**config.mk**
```make
export PLATFORM = sky130hd
export DESIGN_NAME = euler_fly_camera_controller_top_flat
export DESIGN_NICKNAME = d
export VERILOG_FILES = /design/src/rtl/cfc_pkg.sv /design/src/rtl/cfc_if.sv /design/src/rtl/cfc_cordic.sv /design/src/rtl/cfc_divsqrt.sv /design/src/rtl/euler_fly_camera_controller_top.sv /design/src/flat_wrapper.sv
export SDC_FILE = /design/constraint.sdc
export NUM_CORES = 2
export LEC_CHECK = 0
export BUFFER_PORTS_ARGS = -buffer_cell sky130_fd_sc_hd__buf_4
export CAP_MARGIN = 20
export CORE_MARGIN = 5
export CORE_UTILIZATION = 57
export DETAILED_ROUTE_END_ITERATION = 12
export PLACE_DENSITY = 0.73
export REMOVE_ABC_BUFFERS = 1
export SLEW_MARGIN = 10
export SYNTH_ARGS = -nofsm -noshare
export SYNTH_HDL_FRONTEND = slang
export SYNTH_HIERARCHICAL = 1
export SYNTH_SLANG_ARGS = --single-unit
```
**constraint.sdc**
```tcl
create_clock -name i_clk -period 9.2 [get_ports i_clk]
set_input_delay 0 -clock i_clk [delete_from_list [all_inputs] [get_ports i_clk]]
set_output_delay 0 -clock i_clk [all_outputs]
set_load 0.005 [all_outputs]
```
**src/rtl/cfc_pkg.sv**
```systemverilog
// Shared types, codes and constants of the fly camera controller.
package cfc_pkg;

    // Input item kinds
    localparam logic [1:0] MODE_POINTER = 2'd0;
    localparam logic [1:0] MODE_KEY     = 2'd1;
    localparam logic [1:0] MODE_TICK    = 2'd2;
    localparam logic [1:0] MODE_RESET   = 2'd3;

    // Movement keys, also the bit positions of the held flags
    localparam logic [1:0] KEY_FWD   = 2'd0;
    localparam logic [1:0] KEY_LEFT  = 2'd1;
    localparam logic [1:0] KEY_BACK  = 2'd2;
    localparam logic [1:0] KEY_RIGHT = 2'd3;

    // Configuration register indexes
    localparam logic [1:0] CFG_SENS  = 2'd0;
    localparam logic [1:0] CFG_SPEED = 2'd1;
    localparam logic [1:0] CFG_PLIM  = 2'd2;

    // Divide/root unit operations
    localparam logic DS_DIV  = 1'b0;
    localparam logic DS_SQRT = 1'b1;

    localparam int DIR_FB = 14;

    localparam logic signed [24:0] HEADING_RST = -25'sd5898240;
    localparam logic signed [24:0] HALF_TURN   = 25'sd11796480;
    localparam logic [35:0]        FULL_TURN   = 36'd23592960;
    // 512 full turns: lifts any heading sum above zero before the wrap
    localparam logic [35:0]        WRAP_BIAS   = 36'd12079595520;
    localparam logic signed [23:0] PITCH_BOUND = 24'sd5832704;
    localparam logic [6:0]         PITCH_MAX   = 7'd89;
    localparam logic signed [15:0] DIR_ONE     = 16'sd16384;
    localparam logic signed [31:0] POS_Z_RST   = 32'sd196608;
    localparam logic signed [25:0] QUARTER_ANG = 26'sd5898240;
    localparam logic signed [25:0] HALF_ANG    = 26'sd11796480;
    localparam logic signed [32:0] CORDIC_X0   = 33'sd652032874;

    typedef struct packed {
        logic                start;
        logic signed [25:0]  angle;
    } t_cordic_req;

    typedef struct packed {
        logic                done;
        logic signed [15:0]  sin_v;
        logic signed [15:0]  cos_v;
    } t_cordic_rsp;

    typedef struct packed {
        logic         start;
        logic         op;
        logic [31:0]  num;
        logic [15:0]  den;
    } t_ds_req;

    typedef struct packed {
        logic         done;
        logic [31:0]  res;
    } t_ds_rsp;

    // atan(2^-i) in Q.16 degrees
    function automatic logic [22:0] atan_deg(input logic [3:0] idx);
        logic [22:0] v;
        case (idx)
            4'd0:    v = 23'd2949120;
            4'd1:    v = 23'd1740967;
            4'd2:    v = 23'd919879;
            4'd3:    v = 23'd466945;
            4'd4:    v = 23'd234379;
            4'd5:    v = 23'd117304;
            4'd6:    v = 23'd58666;
            4'd7:    v = 23'd29335;
            4'd8:    v = 23'd14668;
            4'd9:    v = 23'd7334;
            4'd10:   v = 23'd3667;
            4'd11:   v = 23'd1833;
            4'd12:   v = 23'd917;
            4'd13:   v = 23'd458;
            4'd14:   v = 23'd229;
            4'd15:   v = 23'd115;
            default: v = 23'd0;
        endcase
        return v;
    endfunction

endpackage

```
**src/rtl/cfc_if.sv**
```systemverilog
// Valid/ready channel interfaces for input items and result items.
interface cfc_in_if;
    logic               valid;
    logic               ready;
    logic [1:0]         mode;
    logic signed [15:0] pointer_x;
    logic signed [15:0] pointer_y;
    logic [1:0]         key_code;
    logic               key_pressed;
    logic [15:0]        frame_time;

    modport source (output valid, mode, pointer_x, pointer_y, key_code, key_pressed,
                    frame_time, input ready);
    modport sink   (input valid, mode, pointer_x, pointer_y, key_code, key_pressed,
                    frame_time, output ready);
endinterface

interface cfc_out_if;
    logic               valid;
    logic               ready;
    logic signed [15:0] dir_x;
    logic signed [15:0] dir_y;
    logic signed [15:0] dir_z;
    logic signed [31:0] pos_x;
    logic signed [31:0] pos_y;
    logic signed [31:0] pos_z;
    logic signed [24:0] yaw_angle;
    logic signed [23:0] pitch_angle;

    modport source (output valid, dir_x, dir_y, dir_z, pos_x, pos_y, pos_z, yaw_angle,
                    pitch_angle, input ready);
    modport sink   (input valid, dir_x, dir_y, dir_z, pos_x, pos_y, pos_z, yaw_angle,
                    pitch_angle, output ready);
endinterface

```
**src/rtl/cfc_cordic.sv**
```systemverilog
// Iterative 16-step CORDIC giving sine and cosine of an angle in Q.16 degrees.
module cfc_cordic import cfc_pkg::*; (
    input  logic        i_clk,
    input  logic        i_rst_n,
    input  t_cordic_req i_req,
    output t_cordic_rsp o_rsp
);

    logic               r_busy;
    logic               r_fin;
    logic               r_done;
    logic               r_neg;
    logic [3:0]         r_iter;
    logic signed [32:0] r_x;
    logic signed [32:0] r_y;
    logic signed [25:0] r_z;
    logic signed [15:0] r_sin;
    logic signed [15:0] r_cos;

    logic signed [32:0] xs;
    logic signed [32:0] ys;
    logic signed [25:0] at;
    logic signed [32:0] xr;
    logic signed [32:0] yr;
    logic signed [15:0] cos_c;
    logic signed [15:0] sin_c;

    function automatic logic signed [15:0] clamp_one(input logic signed [32:0] v);
        logic signed [15:0] res;
        if (v > 33'(DIR_ONE)) begin
            res = DIR_ONE;
        end else if (v < -33'(DIR_ONE)) begin
            res = -DIR_ONE;
        end else begin
            res = v[15:0];
        end
        return res;
    endfunction

    assign xs    = r_x >>> r_iter;
    assign ys    = r_y >>> r_iter;
    assign at    = 26'($signed({1'b0, atan_deg(r_iter)}));
    assign xr    = (r_x + 33'sd32768) >>> 16;
    assign yr    = (r_y + 33'sd32768) >>> 16;
    assign cos_c = clamp_one(xr);
    assign sin_c = clamp_one(yr);

    always_ff @(posedge i_clk) begin
        if (!i_rst_n) begin
            r_busy <= 1'b0;
            r_fin  <= 1'b0;
            r_done <= 1'b0;
            r_neg  <= 1'b0;
            r_iter <= '0;
        end else begin
            r_done <= 1'b0;
            if (r_busy) begin
                if (!r_z[25]) begin
                    r_x <= r_x - ys;
                    r_y <= r_y + xs;
                    r_z <= r_z - at;
                end else begin
                    r_x <= r_x + ys;
                    r_y <= r_y - xs;
                    r_z <= r_z + at;
                end
                r_iter <= r_iter + 4'd1;
                if (r_iter == 4'd15) begin
                    r_busy <= 1'b0;
                    r_fin  <= 1'b1;
                end
            end else if (r_fin) begin
                r_fin  <= 1'b0;
                r_done <= 1'b1;
                r_cos  <= r_neg ? -cos_c : cos_c;
                r_sin  <= r_neg ? -sin_c : sin_c;
            end else if (i_req.start) begin
                // fold into the right half-plane, flip the signs at the end
                if (i_req.angle > QUARTER_ANG) begin
                    r_z   <= i_req.angle - HALF_ANG;
                    r_neg <= 1'b1;
                end else if (i_req.angle < -QUARTER_ANG) begin
                    r_z   <= i_req.angle + HALF_ANG;
                    r_neg <= 1'b1;
                end else begin
                    r_z   <= i_req.angle;
                    r_neg <= 1'b0;
                end
                r_x    <= CORDIC_X0;
                r_y    <= '0;
                r_iter <= '0;
                r_busy <= 1'b1;
            end
        end
    end

    assign o_rsp.done  = r_done;
    assign o_rsp.sin_v = r_sin;
    assign o_rsp.cos_v = r_cos;

endmodule

```
**src/rtl/cfc_divsqrt.sv**
```systemverilog
// Bit-serial unsigned divider and integer square root sharing one register set.
module cfc_divsqrt import cfc_pkg::*; (
    input  logic    i_clk,
    input  logic    i_rst_n,
    input  t_ds_req i_req,
    output t_ds_rsp o_rsp
);

    logic        r_busy;
    logic        r_done;
    logic        r_op;
    logic [4:0]  r_cnt;
    logic [31:0] r_num;
    logic [15:0] r_rem;
    logic [31:0] r_quo;
    logic [15:0] r_den;
    logic [31:0] r_bit;

    logic [16:0] rem_sh;
    logic        div_fit;
    logic [16:0] rem_sub;
    logic [31:0] sq_t;
    logic        sq_fit;

    assign rem_sh  = {r_rem, r_num[31]};
    assign div_fit = rem_sh >= {1'b0, r_den};
    assign rem_sub = rem_sh - {1'b0, r_den};
    assign sq_t    = r_quo + r_bit;
    assign sq_fit  = r_num >= sq_t;

    always_ff @(posedge i_clk) begin
        if (!i_rst_n) begin
            r_busy <= 1'b0;
            r_done <= 1'b0;
            r_cnt  <= '0;
        end else begin
            r_done <= 1'b0;
            if (r_busy) begin
                if (r_op == DS_DIV) begin
                    r_rem <= div_fit ? rem_sub[15:0] : rem_sh[15:0];
                    r_quo <= {r_quo[30:0], div_fit};
                    r_num <= {r_num[30:0], 1'b0};
                end else begin
                    if (sq_fit) begin
                        r_num <= r_num - sq_t;
                        r_quo <= (r_quo >> 1) + r_bit;
                    end else begin
                        r_quo <= r_quo >> 1;
                    end
                    r_bit <= r_bit >> 2;
                end
                r_cnt <= r_cnt - 5'd1;
                if (r_cnt == 5'd0) begin
                    r_busy <= 1'b0;
                    r_done <= 1'b1;
                end
            end else if (i_req.start) begin
                r_op   <= i_req.op;
                r_num  <= i_req.num;
                r_den  <= i_req.den;
                r_rem  <= '0;
                r_quo  <= '0;
                r_bit  <= 32'h4000_0000;
                r_cnt  <= (i_req.op == DS_SQRT) ? 5'd15 : 5'd31;
                r_busy <= 1'b1;
            end
        end
    end

    assign o_rsp.done = r_done;
    assign o_rsp.res  = r_quo;

endmodule

```
**src/rtl/euler_fly_camera_controller_top.sv**
```systemverilog
// Fly camera controller: sequencer, shared multiplier, camera state and channels.
//
//  channel  | dir | handshake           | carries
//  i_in     | in  | valid/ready         | mode, pointer, key, frame time
//  o_out    | out | valid/ready         | direction, position, yaw, pitch
//  i_cfg_*  | in  | write enable only   | sensitivity, speed, pitch limit
//
// Key and reset-pose items go from decode straight to the result; a pointer item
// runs two CORDIC passes and a 10-step heading wrap; a tick item runs the
// 32-step divider up to five times and two 16-step roots.
// One item at a time: i_in.ready is high only while the sequencer idles.
// The result register holds a finished item until o_out takes it.
// Reset is synchronous and restores the start pose and default registers.
module euler_fly_camera_controller_top import cfc_pkg::*; (
    input  logic        i_clk,
    input  logic        i_rst_n,
    input  logic        i_cfg_we,
    input  logic [1:0]  i_cfg_idx,
    input  logic [15:0] i_cfg_data,
    cfc_in_if.sink      i_in,
    cfc_out_if.source   o_out
);

    localparam logic [5:0] ST_IDLE = 6'd0,  ST_DECODE = 6'd1,  ST_MDX = 6'd2,
                           ST_MDY  = 6'd3,  ST_ELEV   = 6'd4,  ST_MOD = 6'd5,
                           ST_C1S  = 6'd6,  ST_C1W    = 6'd7,  ST_C2S = 6'd8,
                           ST_C2W  = 6'd9,  ST_MX     = 6'd10, ST_MZ  = 6'd11,
                           ST_MZW  = 6'd12, ST_T0     = 6'd13, ST_T1  = 6'd14,
                           ST_T2   = 6'd15, ST_TS     = 6'd16, ST_TW  = 6'd17,
                           ST_D0S  = 6'd18, ST_D0W    = 6'd19, ST_D2S = 6'd20,
                           ST_D2W  = 6'd21, ST_M      = 6'd22, ST_Q0  = 6'd23,
                           ST_Q1   = 6'd24, ST_Q2     = 6'd25, ST_Q3  = 6'd26,
                           ST_QS   = 6'd27, ST_QW     = 6'd28, ST_NS  = 6'd29,
                           ST_NW   = 6'd30, ST_P1     = 6'd31, ST_P2  = 6'd32,
                           ST_P3   = 6'd33, ST_DONE   = 6'd34;

    logic [5:0]         r_state;
    logic [15:0]        r_sens;
    logic [15:0]        r_speed;
    logic [6:0]         r_plim;

    logic signed [24:0] r_heading;
    logic signed [23:0] r_elev;
    logic signed [15:0] r_dir [3];
    logic signed [31:0] r_pos [3];
    logic signed [15:0] r_last_x;
    logic signed [15:0] r_last_y;
    logic               r_first;
    logic [3:0]         r_keys;

    logic [1:0]         r_mode;
    logic signed [15:0] r_px;
    logic signed [15:0] r_py;
    logic [1:0]         r_code;
    logic               r_pressed;
    logic [15:0]        r_dt;

    logic signed [16:0] r_dx;
    logic signed [16:0] r_dy;
    logic [35:0]        r_acc;
    logic [3:0]         r_cnt;
    logic signed [15:0] r_sp;
    logic signed [15:0] r_cp;
    logic signed [15:0] r_sy;
    logic signed [15:0] r_cy;
    logic [31:0]        r_sum;
    logic [15:0]        r_len;
    logic signed [15:0] r_r0;
    logic signed [15:0] r_r2;
    logic signed [15:0] r_n;
    logic signed [16:0] r_m [3];
    logic [1:0]         r_k;
    logic signed [50:0] r_prod;

    logic               r_ovalid;
    logic signed [15:0] r_o_dir [3];
    logic signed [31:0] r_o_pos [3];
    logic signed [24:0] r_o_yaw;
    logic signed [23:0] r_o_pitch;

    logic signed [32:0] mul_a;
    logic signed [17:0] mul_b;
    logic signed [50:0] n_prod;
    logic signed [36:0] wrap_sum;
    logic [35:0]        mod_cmp;
    logic [35:0]        n_acc;
    logic [6:0]         plim_eff;
    logic signed [34:0] elev_sum;
    logic signed [34:0] elev_lim;
    logic signed [23:0] n_elev;
    logic signed [17:0] m_sum [3];
    logic signed [15:0] r_sel [3];
    logic [15:0]        abs_dx;
    logic [15:0]        abs_dz;
    logic [16:0]        abs_m;
    logic signed [50:0] dir_rnd;
    logic signed [50:0] pos_step;
    logic signed [51:0] pos_sum;
    logic signed [31:0] n_pos;
    logic signed [15:0] ds_q;

    t_cordic_req        cordic_req;
    t_cordic_rsp        cordic_rsp;
    t_ds_req            ds_req;
    t_ds_rsp            ds_rsp;

    cfc_cordic u_cordic (
        .i_clk   (i_clk),
        .i_rst_n (i_rst_n),
        .i_req   (cordic_req),
        .o_rsp   (cordic_rsp)
    );

    cfc_divsqrt u_divsqrt (
        .i_clk   (i_clk),
        .i_rst_n (i_rst_n),
        .i_req   (ds_req),
        .o_rsp   (ds_rsp)
    );

    // Shared multiplier operand selection
    always_comb begin
        mul_a = '0;
        mul_b = '0;
        case (r_state)
            ST_MDX: begin
                mul_a = 33'(r_dx);
                mul_b = {2'b00, r_sens};
            end
            ST_MDY: begin
                mul_a = 33'(r_dy);
                mul_b = {2'b00, r_sens};
            end
            ST_MX: begin
                mul_a = 33'(r_cp);
                mul_b = 18'(r_cy);
            end
            ST_MZ: begin
                mul_a = 33'(r_cp);
                mul_b = 18'(r_sy);
            end
            ST_T0: begin
                mul_a = 33'(r_dir[0]);
                mul_b = 18'(r_dir[0]);
            end
            ST_T1: begin
                mul_a = 33'(r_dir[2]);
                mul_b = 18'(r_dir[2]);
            end
            ST_Q0: begin
                mul_a = 33'(r_m[0]);
                mul_b = 18'(r_m[0]);
            end
            ST_Q1: begin
                mul_a = 33'(r_m[1]);
                mul_b = 18'(r_m[1]);
            end
            ST_Q2: begin
                mul_a = 33'(r_m[2]);
                mul_b = 18'(r_m[2]);
            end
            ST_P1: begin
                mul_a = 33'(r_n);
                mul_b = {2'b00, r_speed};
            end
            ST_P2: begin
                mul_a = r_prod[32:0];
                mul_b = {2'b00, r_dt};
            end
            default: begin
                mul_a = '0;
                mul_b = '0;
            end
        endcase
    end

    assign n_prod = mul_a * mul_b;

    // Heading wrap: bias to positive, then one restoring step a cycle
    assign wrap_sum = 37'(r_heading) + 37'(HALF_TURN) + 37'(r_prod)
                    + $signed({1'b0, WRAP_BIAS});
    assign mod_cmp  = FULL_TURN << r_cnt;
    assign n_acc    = (r_acc >= mod_cmp) ? (r_acc - mod_cmp) : r_acc;

    assign plim_eff = (r_plim > PITCH_MAX) ? PITCH_MAX : r_plim;
    assign elev_sum = 35'(r_elev) + 35'(r_prod);
    assign elev_lim = $signed({12'b0, plim_eff, 16'b0});

    always_comb begin
        if (elev_sum > elev_lim) begin
            n_elev = 24'(elev_lim);
        end else if (elev_sum < -elev_lim) begin
            n_elev = 24'(-elev_lim);
        end else begin
            n_elev = 24'(elev_sum);
        end
    end

    // Movement sum per axis from the held keys
    always_comb begin
        r_sel[0] = r_r0;
        r_sel[1] = '0;
        r_sel[2] = r_r2;
        for (int k = 0; k < 3; k++) begin
            m_sum[k] = '0;
            if (r_keys[KEY_FWD]) begin
                m_sum[k] = m_sum[k] + 18'(r_dir[k]);
            end
            if (r_keys[KEY_BACK]) begin
                m_sum[k] = m_sum[k] - 18'(r_dir[k]);
            end
            if (r_keys[KEY_LEFT]) begin
                m_sum[k] = m_sum[k] - 18'(r_sel[k]);
            end
            if (r_keys[KEY_RIGHT]) begin
                m_sum[k] = m_sum[k] + 18'(r_sel[k]);
            end
        end
    end

    assign abs_dx = r_dir[0][15] ? 16'(-r_dir[0]) : 16'(r_dir[0]);
    assign abs_dz = r_dir[2][15] ? 16'(-r_dir[2]) : 16'(r_dir[2]);
    assign abs_m  = r_m[r_k][16] ? 17'(-r_m[r_k]) : 17'(r_m[r_k]);

    assign dir_rnd  = (r_prod + 51'sd8192) >>> DIR_FB;
    assign pos_step = (r_prod + 51'sd2097152) >>> 22;
    assign pos_sum  = 52'(r_pos[r_k]) + 52'(pos_step);

    always_comb begin
        if (pos_sum > 52'sd2147483647) begin
            n_pos = 32'sh7FFF_FFFF;
        end else if (pos_sum < -52'sd2147483648) begin
            n_pos = 32'sh8000_0000;
        end else begin
            n_pos = 32'(pos_sum);
        end
    end

    assign ds_q = $signed(ds_rsp.res[15:0]);

    always_comb begin
        cordic_req.start = (r_state == ST_C1S) || (r_state == ST_C2S);
        cordic_req.angle = (r_state == ST_C1S) ? 26'(r_elev) : 26'(r_heading);
    end

    always_comb begin
        ds_req.start = 1'b0;
        ds_req.op    = DS_DIV;
        ds_req.num   = '0;
        ds_req.den   = r_len;
        case (r_state)
            ST_TS, ST_QS: begin
                ds_req.start = 1'b1;
                ds_req.op    = DS_SQRT;
                ds_req.num   = r_sum;
            end
            ST_D0S: begin
                ds_req.start = 1'b1;
                ds_req.num   = ({16'b0, abs_dz} << DIR_FB) + {17'b0, r_len[15:1]};
            end
            ST_D2S: begin
                ds_req.start = 1'b1;
                ds_req.num   = ({16'b0, abs_dx} << DIR_FB) + {17'b0, r_len[15:1]};
            end
            ST_NS: begin
                ds_req.start = 1'b1;
                ds_req.num   = ({15'b0, abs_m} << DIR_FB) + {17'b0, r_len[15:1]};
            end
            default: begin
                ds_req.start = 1'b0;
            end
        endcase
    end

    // Configuration writes
    always_ff @(posedge i_clk) begin
        if (!i_rst_n) begin
            r_sens  <= 16'd3277;
            r_speed <= 16'd2560;
            r_plim  <= PITCH_MAX;
        end else if (i_cfg_we) begin
            case (i_cfg_idx)
                CFG_SENS:  r_sens  <= i_cfg_data;
                CFG_SPEED: r_speed <= i_cfg_data;
                CFG_PLIM:  r_plim  <= i_cfg_data[6:0];
                default:   r_sens  <= r_sens;
            endcase
        end
    end

    // Sequencer and camera state
    always_ff @(posedge i_clk) begin
        r_prod <= n_prod;
        if (!i_rst_n) begin
            r_state   <= ST_IDLE;
            r_heading <= HEADING_RST;
            r_elev    <= '0;
            r_dir[0]  <= '0;
            r_dir[1]  <= '0;
            r_dir[2]  <= -DIR_ONE;
            r_pos[0]  <= '0;
            r_pos[1]  <= '0;
            r_pos[2]  <= POS_Z_RST;
            r_last_x  <= '0;
            r_last_y  <= '0;
            r_first   <= 1'b1;
            r_keys    <= '0;
            r_cnt     <= '0;
            r_k       <= '0;
            r_ovalid  <= 1'b0;
        end else begin
            // the finishing state loads the result register itself
            if (o_out.ready && (r_state != ST_DONE)) begin
                r_ovalid <= 1'b0;
            end
            case (r_state)
                ST_IDLE: begin
                    if (i_in.valid) begin
                        r_mode    <= i_in.mode;
                        r_px      <= i_in.pointer_x;
                        r_py      <= i_in.pointer_y;
                        r_code    <= i_in.key_code;
                        r_pressed <= i_in.key_pressed;
                        r_dt      <= i_in.frame_time;
                        r_state   <= ST_DECODE;
                    end
                end
                ST_DECODE: begin
                    case (r_mode)
                        MODE_POINTER: begin
                            r_last_x <= r_px;
                            r_last_y <= r_py;
                            if (r_first) begin
                                r_first <= 1'b0;
                                r_state <= ST_DONE;
                            end else begin
                                r_dx    <= 17'(r_px) - 17'(r_last_x);
                                r_dy    <= 17'(r_last_y) - 17'(r_py);
                                r_state <= ST_MDX;
                            end
                        end
                        MODE_KEY: begin
                            r_keys[r_code] <= r_pressed;
                            r_state        <= ST_DONE;
                        end
                        MODE_TICK: begin
                            r_state <= ST_T0;
                        end
                        MODE_RESET: begin
                            r_heading <= HEADING_RST;
                            r_elev    <= '0;
                            r_dir[0]  <= '0;
                            r_dir[1]  <= '0;
                            r_dir[2]  <= -DIR_ONE;
                            r_pos[0]  <= '0;
                            r_pos[1]  <= '0;
                            r_pos[2]  <= POS_Z_RST;
                            r_state   <= ST_DONE;
                        end
                        default: r_state <= ST_DONE;
                    endcase
                end
                ST_MDX: r_state <= ST_MDY;
                ST_MDY: begin
                    r_acc   <= wrap_sum[35:0];
                    r_cnt   <= 4'd9;
                    r_state <= ST_ELEV;
                end
                ST_ELEV: begin
                    r_elev  <= n_elev;
                    r_state <= ST_MOD;
                end
                ST_MOD: begin
                    r_acc <= n_acc;
                    r_cnt <= r_cnt - 4'd1;
                    if (r_cnt == 4'd0) begin
                        r_heading <= 25'(n_acc) - HALF_TURN;
                        r_state   <= ST_C1S;
                    end
                end
                ST_C1S: r_state <= ST_C1W;
                ST_C1W: begin
                    if (cordic_rsp.done) begin
                        r_sp    <= cordic_rsp.sin_v;
                        r_cp    <= cordic_rsp.cos_v;
                        r_state <= ST_C2S;
                    end
                end
                ST_C2S: r_state <= ST_C2W;
                ST_C2W: begin
                    if (cordic_rsp.done) begin
                        r_sy    <= cordic_rsp.sin_v;
                        r_cy    <= cordic_rsp.cos_v;
                        r_state <= ST_MX;
                    end
                end
                ST_MX: r_state <= ST_MZ;
                ST_MZ: begin
                    r_dir[0] <= dir_rnd[15:0];
                    r_state  <= ST_MZW;
                end
                ST_MZW: begin
                    r_dir[2] <= dir_rnd[15:0];
                    r_dir[1] <= r_sp;
                    r_state  <= ST_DONE;
                end
                ST_T0: r_state <= ST_T1;
                ST_T1: begin
                    r_sum   <= r_prod[31:0];
                    r_state <= ST_T2;
                end
                ST_T2: begin
                    r_sum   <= r_sum + r_prod[31:0];
                    r_state <= ST_TS;
                end
                ST_TS: r_state <= ST_TW;
                ST_TW: begin
                    if (ds_rsp.done) begin
                        r_len <= ds_rsp.res[15:0];
                        if (ds_rsp.res[15:0] == 16'd0) begin
                            // no horizontal heading: no right vector
                            r_r0    <= '0;
                            r_r2    <= '0;
                            r_state <= ST_M;
                        end else begin
                            r_state <= ST_D0S;
                        end
                    end
                end
                ST_D0S: r_state <= ST_D0W;
                ST_D0W: begin
                    if (ds_rsp.done) begin
                        r_r0    <= (r_dir[2] > 16'sd0) ? -ds_q : ds_q;
                        r_state <= ST_D2S;
                    end
                end
                ST_D2S: r_state <= ST_D2W;
                ST_D2W: begin
                    if (ds_rsp.done) begin
                        r_r2    <= r_dir[0][15] ? -ds_q : ds_q;
                        r_state <= ST_M;
                    end
                end
                ST_M: begin
                    r_m[0]  <= 17'(m_sum[0]);
                    r_m[1]  <= 17'(m_sum[1]);
                    r_m[2]  <= 17'(m_sum[2]);
                    r_state <= ST_Q0;
                end
                ST_Q0: r_state <= ST_Q1;
                ST_Q1: begin
                    r_sum   <= r_prod[31:0];
                    r_state <= ST_Q2;
                end
                ST_Q2: begin
                    r_sum   <= r_sum + r_prod[31:0];
                    r_state <= ST_Q3;
                end
                ST_Q3: begin
                    r_sum   <= r_sum + r_prod[31:0];
                    r_state <= ST_QS;
                end
                ST_QS: r_state <= ST_QW;
                ST_QW: begin
                    if (ds_rsp.done) begin
                        r_len <= ds_rsp.res[15:0];
                        r_k   <= '0;
                        // zero movement sum: hold the position
                        r_state <= (ds_rsp.res[15:0] == 16'd0) ? ST_DONE : ST_NS;
                    end
                end
                ST_NS: r_state <= ST_NW;
                ST_NW: begin
                    if (ds_rsp.done) begin
                        r_n     <= r_m[r_k][16] ? -ds_q : ds_q;
                        r_state <= ST_P1;
                    end
                end
                ST_P1: r_state <= ST_P2;
                ST_P2: r_state <= ST_P3;
                ST_P3: begin
                    r_pos[r_k] <= n_pos;
                    if (r_k == 2'd2) begin
                        r_state <= ST_DONE;
                    end else begin
                        r_k     <= r_k + 2'd1;
                        r_state <= ST_NS;
                    end
                end
                ST_DONE: begin
                    if (!r_ovalid || o_out.ready) begin
                        r_ovalid   <= 1'b1;
                        r_o_dir[0] <= r_dir[0];
                        r_o_dir[1] <= r_dir[1];
                        r_o_dir[2] <= r_dir[2];
                        r_o_pos[0] <= r_pos[0];
                        r_o_pos[1] <= r_pos[1];
                        r_o_pos[2] <= r_pos[2];
                        r_o_yaw    <= r_heading;
                        r_o_pitch  <= r_elev;
                        r_state    <= ST_IDLE;
                    end
                end
                default: r_state <= ST_IDLE;
            endcase
        end
    end

    assign i_in.ready        = (r_state == ST_IDLE);
    assign o_out.valid       = r_ovalid;
    assign o_out.dir_x       = r_o_dir[0];
    assign o_out.dir_y       = r_o_dir[1];
    assign o_out.dir_z       = r_o_dir[2];
    assign o_out.pos_x       = r_o_pos[0];
    assign o_out.pos_y       = r_o_pos[1];
    assign o_out.pos_z       = r_o_pos[2];
    assign o_out.yaw_angle   = r_o_yaw;
    assign o_out.pitch_angle = r_o_pitch;

    a_heading_wrapped: assert property (@(posedge i_clk) disable iff (!i_rst_n)
        (r_heading >= -HALF_TURN) && (r_heading < HALF_TURN))
        else $error("heading outside one turn");

    a_pitch_bounded: assert property (@(posedge i_clk) disable iff (!i_rst_n)
        (r_elev <= PITCH_BOUND) && (r_elev >= -PITCH_BOUND))
        else $error("pitch beyond the largest limit");

    a_cordic_expected: assert property (@(posedge i_clk) disable iff (!i_rst_n)
        cordic_rsp.done |-> (r_state == ST_C1W) || (r_state == ST_C2W))
        else $error("CORDIC result with no request waiting");

    a_busy_after_accept: assert property (@(posedge i_clk) disable iff (!i_rst_n)
        (i_in.valid && i_in.ready) |=> !i_in.ready)
        else $error("item accepted while the previous one is in work");

endmodule

```
**src/flat_wrapper.sv**
```systemverilog
// flat-port wrapper written by rule: the top's interface ports become plain ports
module euler_fly_camera_controller_top_flat import cfc_pkg::*;
  (i_clk, i_rst_n, i_cfg_we, i_cfg_idx, i_cfg_data, i_in_valid, i_in_mode, i_in_pointer_x, i_in_pointer_y, i_in_key_code, i_in_key_pressed, i_in_frame_time, i_in_ready, o_out_valid, o_out_dir_x, o_out_dir_y, o_out_dir_z, o_out_pos_x, o_out_pos_y, o_out_pos_z, o_out_yaw_angle, o_out_pitch_angle, o_out_ready);
  cfc_in_if i_in_i ();
  cfc_out_if o_out_i ();
  input  logic i_clk;
  input  logic i_rst_n;
  input  logic i_cfg_we;
  input  logic [1:0] i_cfg_idx;
  input  logic [15:0] i_cfg_data;
  input wire logic [$bits(i_in_i.valid)-1:0] i_in_valid;
  input wire logic [$bits(i_in_i.mode)-1:0] i_in_mode;
  input wire logic [$bits(i_in_i.pointer_x)-1:0] i_in_pointer_x;
  input wire logic [$bits(i_in_i.pointer_y)-1:0] i_in_pointer_y;
  input wire logic [$bits(i_in_i.key_code)-1:0] i_in_key_code;
  input wire logic [$bits(i_in_i.key_pressed)-1:0] i_in_key_pressed;
  input wire logic [$bits(i_in_i.frame_time)-1:0] i_in_frame_time;
  output wire logic [$bits(i_in_i.ready)-1:0] i_in_ready;
  output wire logic [$bits(o_out_i.valid)-1:0] o_out_valid;
  output wire logic [$bits(o_out_i.dir_x)-1:0] o_out_dir_x;
  output wire logic [$bits(o_out_i.dir_y)-1:0] o_out_dir_y;
  output wire logic [$bits(o_out_i.dir_z)-1:0] o_out_dir_z;
  output wire logic [$bits(o_out_i.pos_x)-1:0] o_out_pos_x;
  output wire logic [$bits(o_out_i.pos_y)-1:0] o_out_pos_y;
  output wire logic [$bits(o_out_i.pos_z)-1:0] o_out_pos_z;
  output wire logic [$bits(o_out_i.yaw_angle)-1:0] o_out_yaw_angle;
  output wire logic [$bits(o_out_i.pitch_angle)-1:0] o_out_pitch_angle;
  input wire logic [$bits(o_out_i.ready)-1:0] o_out_ready;
  assign i_in_i.valid = i_in_valid;
  assign i_in_i.mode = i_in_mode;
  assign i_in_i.pointer_x = i_in_pointer_x;
  assign i_in_i.pointer_y = i_in_pointer_y;
  assign i_in_i.key_code = i_in_key_code;
  assign i_in_i.key_pressed = i_in_key_pressed;
  assign i_in_i.frame_time = i_in_frame_time;
  assign i_in_ready = i_in_i.ready;
  assign o_out_valid = o_out_i.valid;
  assign o_out_dir_x = o_out_i.dir_x;
  assign o_out_dir_y = o_out_i.dir_y;
  assign o_out_dir_z = o_out_i.dir_z;
  assign o_out_pos_x = o_out_i.pos_x;
  assign o_out_pos_y = o_out_i.pos_y;
  assign o_out_pos_z = o_out_i.pos_z;
  assign o_out_yaw_angle = o_out_i.yaw_angle;
  assign o_out_pitch_angle = o_out_i.pitch_angle;
  assign o_out_i.ready = o_out_ready;
  euler_fly_camera_controller_top u_core (.i_clk(i_clk), .i_rst_n(i_rst_n), .i_cfg_we(i_cfg_we), .i_cfg_idx(i_cfg_idx), .i_cfg_data(i_cfg_data), .i_in(i_in_i), .o_out(o_out_i));
endmodule
```
Word level (Yosys, flattened, before mapping)
Memories as Yosys holds them, arrays and structs flattened. A register that Yosys moved wholly into a read port is not among the register bits.
Cells that the tools add are included.
Word-level totals
  register bits after elaboration: 789
  memory bits (writable): 339
  bits in read-only memories: 352
  bits of input ports: 76
  word-level logic and storage cells: 422
  memories: 6
Operators by class
  add/subtract/negate cells: 47
  multipliers: 1
  order comparisons: 17
  eq/ne operators: 60
  shifts and indexed selects: 3
  multiplexer cells: 158
  bitwise operators: 14
  reductions and logical operators: 62
Memories
  (name not given): words 16, bits a word 22, read ports 1, clocked after Yosys merged registers in 1, write ports 0, RTL line cfc_pkg.sv:66  | case (idx)
  u_core.r_o_pos: words 3, bits a word 32, read ports 3, clocked after Yosys merged registers in 0, write ports 3, RTL line euler_fly_camera_controller_top.sv:77  | logic signed [31:0] r_o_pos [3];
  u_core.r_pos: words 3, bits a word 32, read ports 4, clocked after Yosys merged registers in 1, write ports 3, RTL line euler_fly_camera_controller_top.sv:45  | logic signed [31:0] r_pos [3];
  u_core.r_m: words 3, bits a word 17, read ports 4, clocked after Yosys merged registers in 1, write ports 3, RTL line euler_fly_camera_controller_top.sv:71  | logic signed [16:0] r_m [3];
  u_core.r_dir: words 3, bits a word 16, read ports 3, clocked after Yosys merged registers in 0, write ports 3, RTL line euler_fly_camera_controller_top.sv:44  | logic signed [15:0] r_dir [3];
  u_core.r_o_dir: words 3, bits a word 16, read ports 3, clocked after Yosys merged registers in 0, write ports 3, RTL line euler_fly_camera_controller_top.sv:76  | logic signed [15:0] r_o_dir [3];
Operators by type and width (count)
  $mux W32: 17
  $mux W16: 25
  $pmux W33 S10: 1
  $mux W33: 8
  $pmux W6 S35: 1
  $mux W17: 11
  $mux W26: 7
  $pmux W18 S10: 1
  $pmux W32 S4: 1
  $eq A6 B5 Y1 const B: 16
  $sub A17 B16 Y17: 5
  $neg A16 Y16: 5
  $mux W6: 13
  $mux W24: 3
  $pmux W36 S2: 1
  $add A33 B17 Y33 const B: 2
  $add A33 B33 Y33: 2
  $sshr A33 B4 Y33: 2
  $sub A33 B33 Y33: 2
  $add A32 B32 Y32: 2
  $pmux W16 S2: 2
  $pmux W32 S2: 1
  $add A30 B15 Y31: 2
  $gt A52 B32 Y1 const B: 1
  88 further kinds: 231

Logic depth before layout (Yosys ltp)
  depth after elaboration: 8
  gate-level depth with buffers: 37
  mapped depth without buffers: 34

Cells and area by module
The synthesis kept the hierarchy.
Modules (own cells, without submodules)
  euler_fly_camera_controller_top: instances 1, cells each 7352, area each 71386.0 um2, sequential area each 24933.9 um2
  cfc_cordic: instances 1, cells each 2074, area each 18009.8 um2, sequential area each 4324.1 um2
  cfc_divsqrt: instances 1, cells each 1105, area each 9928.3 um2, sequential area each 3533.4 um2

Worst setup path after synthesis
OpenSTA, ideal clock, no wires.
  path type: register to register
  start point: register u_core.r_state[1]
  end point: register u_core.r_prod[44]
  library setup time: 0.127 ns
  arrival: 8.300 ns
  path slack: 0.773 ns
  stages on the path, launching flop included: 32
  period minus slack after synthesis: 8.427 ns
  cells stage by stage: dfxtp_1 -> clkbuf_1 -> nand2_1 -> nor4_1 -> a222oi_1 -> nand3_1 -> clkbuf_1 -> a21o_1 -> clkbuf_1 -> nand2_1 -> fa_1 -> inv_1 -> fa_1 -> fa_1 -> inv_1 -> fa_1 -> inv_1 -> fa_1 -> inv_1 -> fa_1 -> inv_1 -> ha_1 -> a21o_1 -> a21o_1 -> a221o_1 -> a2111oi_0 -> nor3_1 -> a31oi_1 -> o21bai_1 -> a21oi_1 -> mux2i_1 -> nand2_1
On the way
  cells in the longest elaborated chain, start to end: 4
  elaborated cells between the ends (all ways): 16
RTL lines
  start: declaration: RTL line euler_fly_camera_controller_top.sv:37  | logic [5:0] r_state;
  start signal: assignment: RTL line euler_fly_camera_controller_top.sv:295  | r_state <= ST_IDLE;
  start signal: assignment: RTL line euler_fly_camera_controller_top.sv:325  | r_state <= ST_DECODE;
  start signal: assignment: RTL line euler_fly_camera_controller_top.sv:335  | r_state <= ST_DONE;
  $eq A6 B4 Y1 or $eq A6 B2 Y1 (tied branches): RTL line euler_fly_camera_controller_top.sv:125  | case (r_state)
  $reduce_or A2 Y1 (no line)
  $pmux W33 S10 or $pmux W18 S10 (tied branches): RTL line euler_fly_camera_controller_top.sv:125
  $mul A33 B18 Y51 (*): RTL line euler_fly_camera_controller_top.sv:177  | assign n_prod = mul_a * mul_b;
  via u_core.n_prod[44]: RTL line euler_fly_camera_controller_top.sv:83  | logic signed [50:0] n_prod;
  end signal: assignment: RTL line euler_fly_camera_controller_top.sv:293  | r_prod <= n_prod;
  end: declaration: RTL line euler_fly_camera_controller_top.sv:73  | logic signed [50:0] r_prod;
Mark *: on every way through the listed nets, which the timed path passes. The rest lies on a longest branch.
A chain may end at the register's enable or synchronous reset.

Final worst setup path
  start point: register u_core.r_state[5]
  end point: register u_core.r_prod[49]
The elaborated chain is that of the path after synthesis.

==> flow_metrics.py <==
metrics = {
    "power": {
        "clockPowerShare_pct": 24.0,
        "switching_share_pct": 42.20,
        "power.density_nw_per_um2": 213.2,
        "p_int_uw": 13630,
        "seqPwrFrac_pct": 29.2,
        "ir_worst_vdd_mv": 0.2651,
        "p_sw_uw": 9951,
        "combPwrFrac_pct": 46.8,
        "p_leak_uw": 0.04599,
    },
    "flow_run": {
        "cap_violations": 0,
    },
    "finish": {
        "utilization_pct": 63.69,
        "regArea_um2": 32810,
        "nets": 12140,
        "fillers": 14260,
        "drive_above_1_share_pct": 10.15,
        "fin_area_um2": 110600,
        "syn_to_final_growth_pct": 11.35,
        "multiInputGateArea_um2": 60790,
    },
    "logic_synthesis": {
        "synth_compound_area_share_pct": 14.70,
        "synth-seq-area-share_pct": 33.01,
        "syn_area_per_cell_um2": 9.432,
        "yosysMostFrequentCell": "nand2_1",
        "yosysTopAreaCell": "edfxtp_1",
        "synth_top_family_by_area": "adder cells",
        "yosys_warnings": 6,
        "synth_flop_cell": "edfxtp_1",
        "yosys-top-cells-area": "edfxtp_1 28%, fa_1 12%, ha_1 8.2%",
        "synthSimpleGateAreaFrac_pct": 14.81,
        "muxShareOfSynthArea_pct": 5.044,
        "synth_seq_cells": 1168,
        "syn_inst": 10530,
        "synth_edf_count": 940,
        "synth_xor_area_share_pct": 6.217,
        "synth_adder_area_share_pct": 20.20,
        "syn_area_um2": 99320,
        "synthTopCellsByCount": "1123 x nand2_1, 1066 x inv_1, 940 x edfxtp_1, 917 x nor2_1, 654 x a21oi_1",
        "async_flop_share_pct": 0,
        "yosysTopAreaCellShare_pct": 28.42,
        "yosysUniqueCellTypes": 115,
    },
    "cts": {
        "insertion_delay_ns": 0.82,
        "cts_max_level": 4,
        "cts_buffers": 136,
        "clkTransAtPathRegs_ns": 0.07,
        "cts.sinks": 1168,
        "clock-root-buffer": "clkbuf_16",
        "tritoncts": "done",
        "clockBufferDepth": 3,
    },
    "timing": {
        "fmax_ghz": 0.1127,
        "finalMaxSlewViolations": 0,
        "worst_slack_ns": 0.3243,
        "worst_pin_slew_ns": 1.178,
        "fin_skew_ns": 0.03491,
        "hold_viol_final": 0,
        "finalSetupViolCount": 0,
        "slew_headroom_pct": 20.90,
        "period_minus_slack_ns": 8.876,
        "finalCritPeriodShare_pct": 96.48,
    },
    "drt": {
        "wl_met1_um": 133100,
        "first_pass_iters": 8,
        "vias": 83010,
        "ant_nets": 0,
        "routed.top_layer": "met5",
        "wl_met2_um": 150000,
        "dr.first_iter.drc_count": 9000,
        "vias_per_cell": 6.254,
        "wire_per_inst_um": 25.55,
        "wl_met3_um": 34440,
        "drc": 0,
        "totalWireLength_um": 339100,
    },
    "worst_setup_path": {
        "cp_data_required_time_ns": 9.93,
        "path_class": "register to register",
        "crit_arrival_ns": 9.60,
        "cp-start-kind": "register",
        "end_kind": "register",
        "max_stage_delay_ns": 0.68,
        "critPathMostFrequentCell": "fa_1",
        "critPathMaxFanout": 17,
        "critPathSlowestCell": "a22oi_1",
    },
    "die": {
        "die_area_um2": 182700,
        "start_util_pct": 57.20,
        "die_height_um": 427.4,
        "core_area_um2": 173600,
        "die_w_um": 427.4,
        "ios": 271,
        "rows": 153,
    },
    "placed_design": {
        "hpwl_um": 259900,
        "io_buffers": 270,
        "dpl-instance-area_um2": 104300,
        "place_ws_ns": -0.07751,
        "place.gp.congestion": 1.031,
    },
    "global_routing": {
        "grt_util_all_layers_pct": 36.63,
        "grt_pass1_vias": 81850,
        "antenna_found_initial": 15,
        "grt_pass1_wl_um": 505600,
        "grt_overflow_total": 0,
        "grt_max_degree": 95,
    },
    "hold_path": {
        "hold_path_class": "input pin to register",
    },
    "status": {
        "outcome": "finished clean",
    },
}
repair_timing:
action                                  CTS  global route
hold buffers                            143             0
resized for setup                         1            36
endpoints found under the setup margin    1            20
pin swaps                                 0             3
buffers inserted                          0             3
endpoints found under the hold margin   129             0
logic make-up after synthesis:
kind of cell	Yosys count
AOI/OAI and AO/OA	2269
DFF	1168
adders and majority gates	1257
xor gates and xnor gates	705
buffers and inverters	1565
and+or+nand+nor	3206
muxes	361
registers in the layout, indices dropped and copies added, names as in the netlist, 17 cells and up, named ones only:
name and count:
u_core/r_m 51, u_core/r_prod 51, u_core/r_pos 128, u_core/r_dir 48, u_core/r_o_pos 96, u_core/r_dy 17
u_core/o_out.yaw_angle 25, u_core/u_divsqrt/r_num 32, u_core/u_cordic/r_y 33, u_core/u_cordic/at 22, u_core/r_heading 25, u_core/r_acc 36
u_core/u_cordic/r_x 33, u_core/r_dx 17, u_core/u_divsqrt/r_quo 32, u_core/u_cordic/r_z 26, u_core/o_out.pitch_angle 24, u_core/r_o_dir 48
u_core/r_sum 32, u_core/r_elev 24
critical path: cells and delay by family (launching register included):
| kind | cells | cell delay [ns] |
|---|---|---|
| fa+ha+maj | 7 | 3.44 |
| compound gates | 8 | 2.55 |
| xor+xnor | 1 | 0.17 |
| buf+inv | 7 | 0.84 |
| simple gates | 6 | 1.34 |
| flops | 1 | 0.40 |
cells in the final DEF (no fill, tap or decap), types with 90 or more instances in the layout:
cell type,n
edfxtp_1,940
a31oi_1,104
dlygate4sd3_1,143
fa_1,585
o21ai_0,515
mux2_2,116
inv_1,1063
nand2_1,1122
and3_1,111
nor2_1,907
a21o_1,199
nand3_1,230
ha_1,648
xnor2_1,414
a21oi_1,649
buf_4,500
mux2i_1,145
mux4_2,100
and2_1,90
dfxtp_1,217
nor3_1,174
xor2_1,290
nand2b_1,118
clkbuf_16,138
power groups by stage:
stage               sequential, uW  combinational [uW]  clock (uW)
finish                        6880               11000        5650
global route                  6900               12000        5960
CTS                           6860               10700        5730
detailed placement            6960               10600           0
global placement              6950               10400           0
floorplan                     6810                7220           0
metrics by stage:
step,total power (uW),instances,TNS [ns],hold WS [ns]
floorplan,14030,10040,-52.78,0.06194
global placement,17330,12860,0,0.1780
detailed placement,17590,12870,-0.07751,0.1793
CTS,23330,13260,0,0.005313
global route,24890,13270,-0.003904,0.04127
finish,23580,13270,0,0.06197
area by class of cell:
class | instances | share of cell area [%]
multi-input combinational | 7798 | 54.96
timing repair buffer | 656 | 4.887
clock inverter | 80 | 0.8768
sequential | 1168 | 29.67
inverter | 1069 | 3.630
clock buffer | 174 | 3.335
antenna | 3 | 0.006788
tap | 2325 | 2.630
path summary, 6_finish.rpt:
path,from,endpoint,slack [ns],cells after the start
setup / recovery,u_core/r_state[5],u_core/r_prod[49],0.32,29
hold / removal,i_cfg_data[12],u_core/r_sens[12],0.06,4
setup reg to reg,u_core/r_state[5],u_core/r_prod[49],0.32,29
hold reg to reg,u_core/r_len[0],u_core/u_divsqrt/r_den[0],0.42,0
per-layer routing:
layer	up-vias	GRT usage [%]
met5	-	0
met4	8	19.02
met3	794	8.588
met2	4071	56.72
met1	40660	48.11
li1	37480	-
Power figures use the tool's default switching activity.
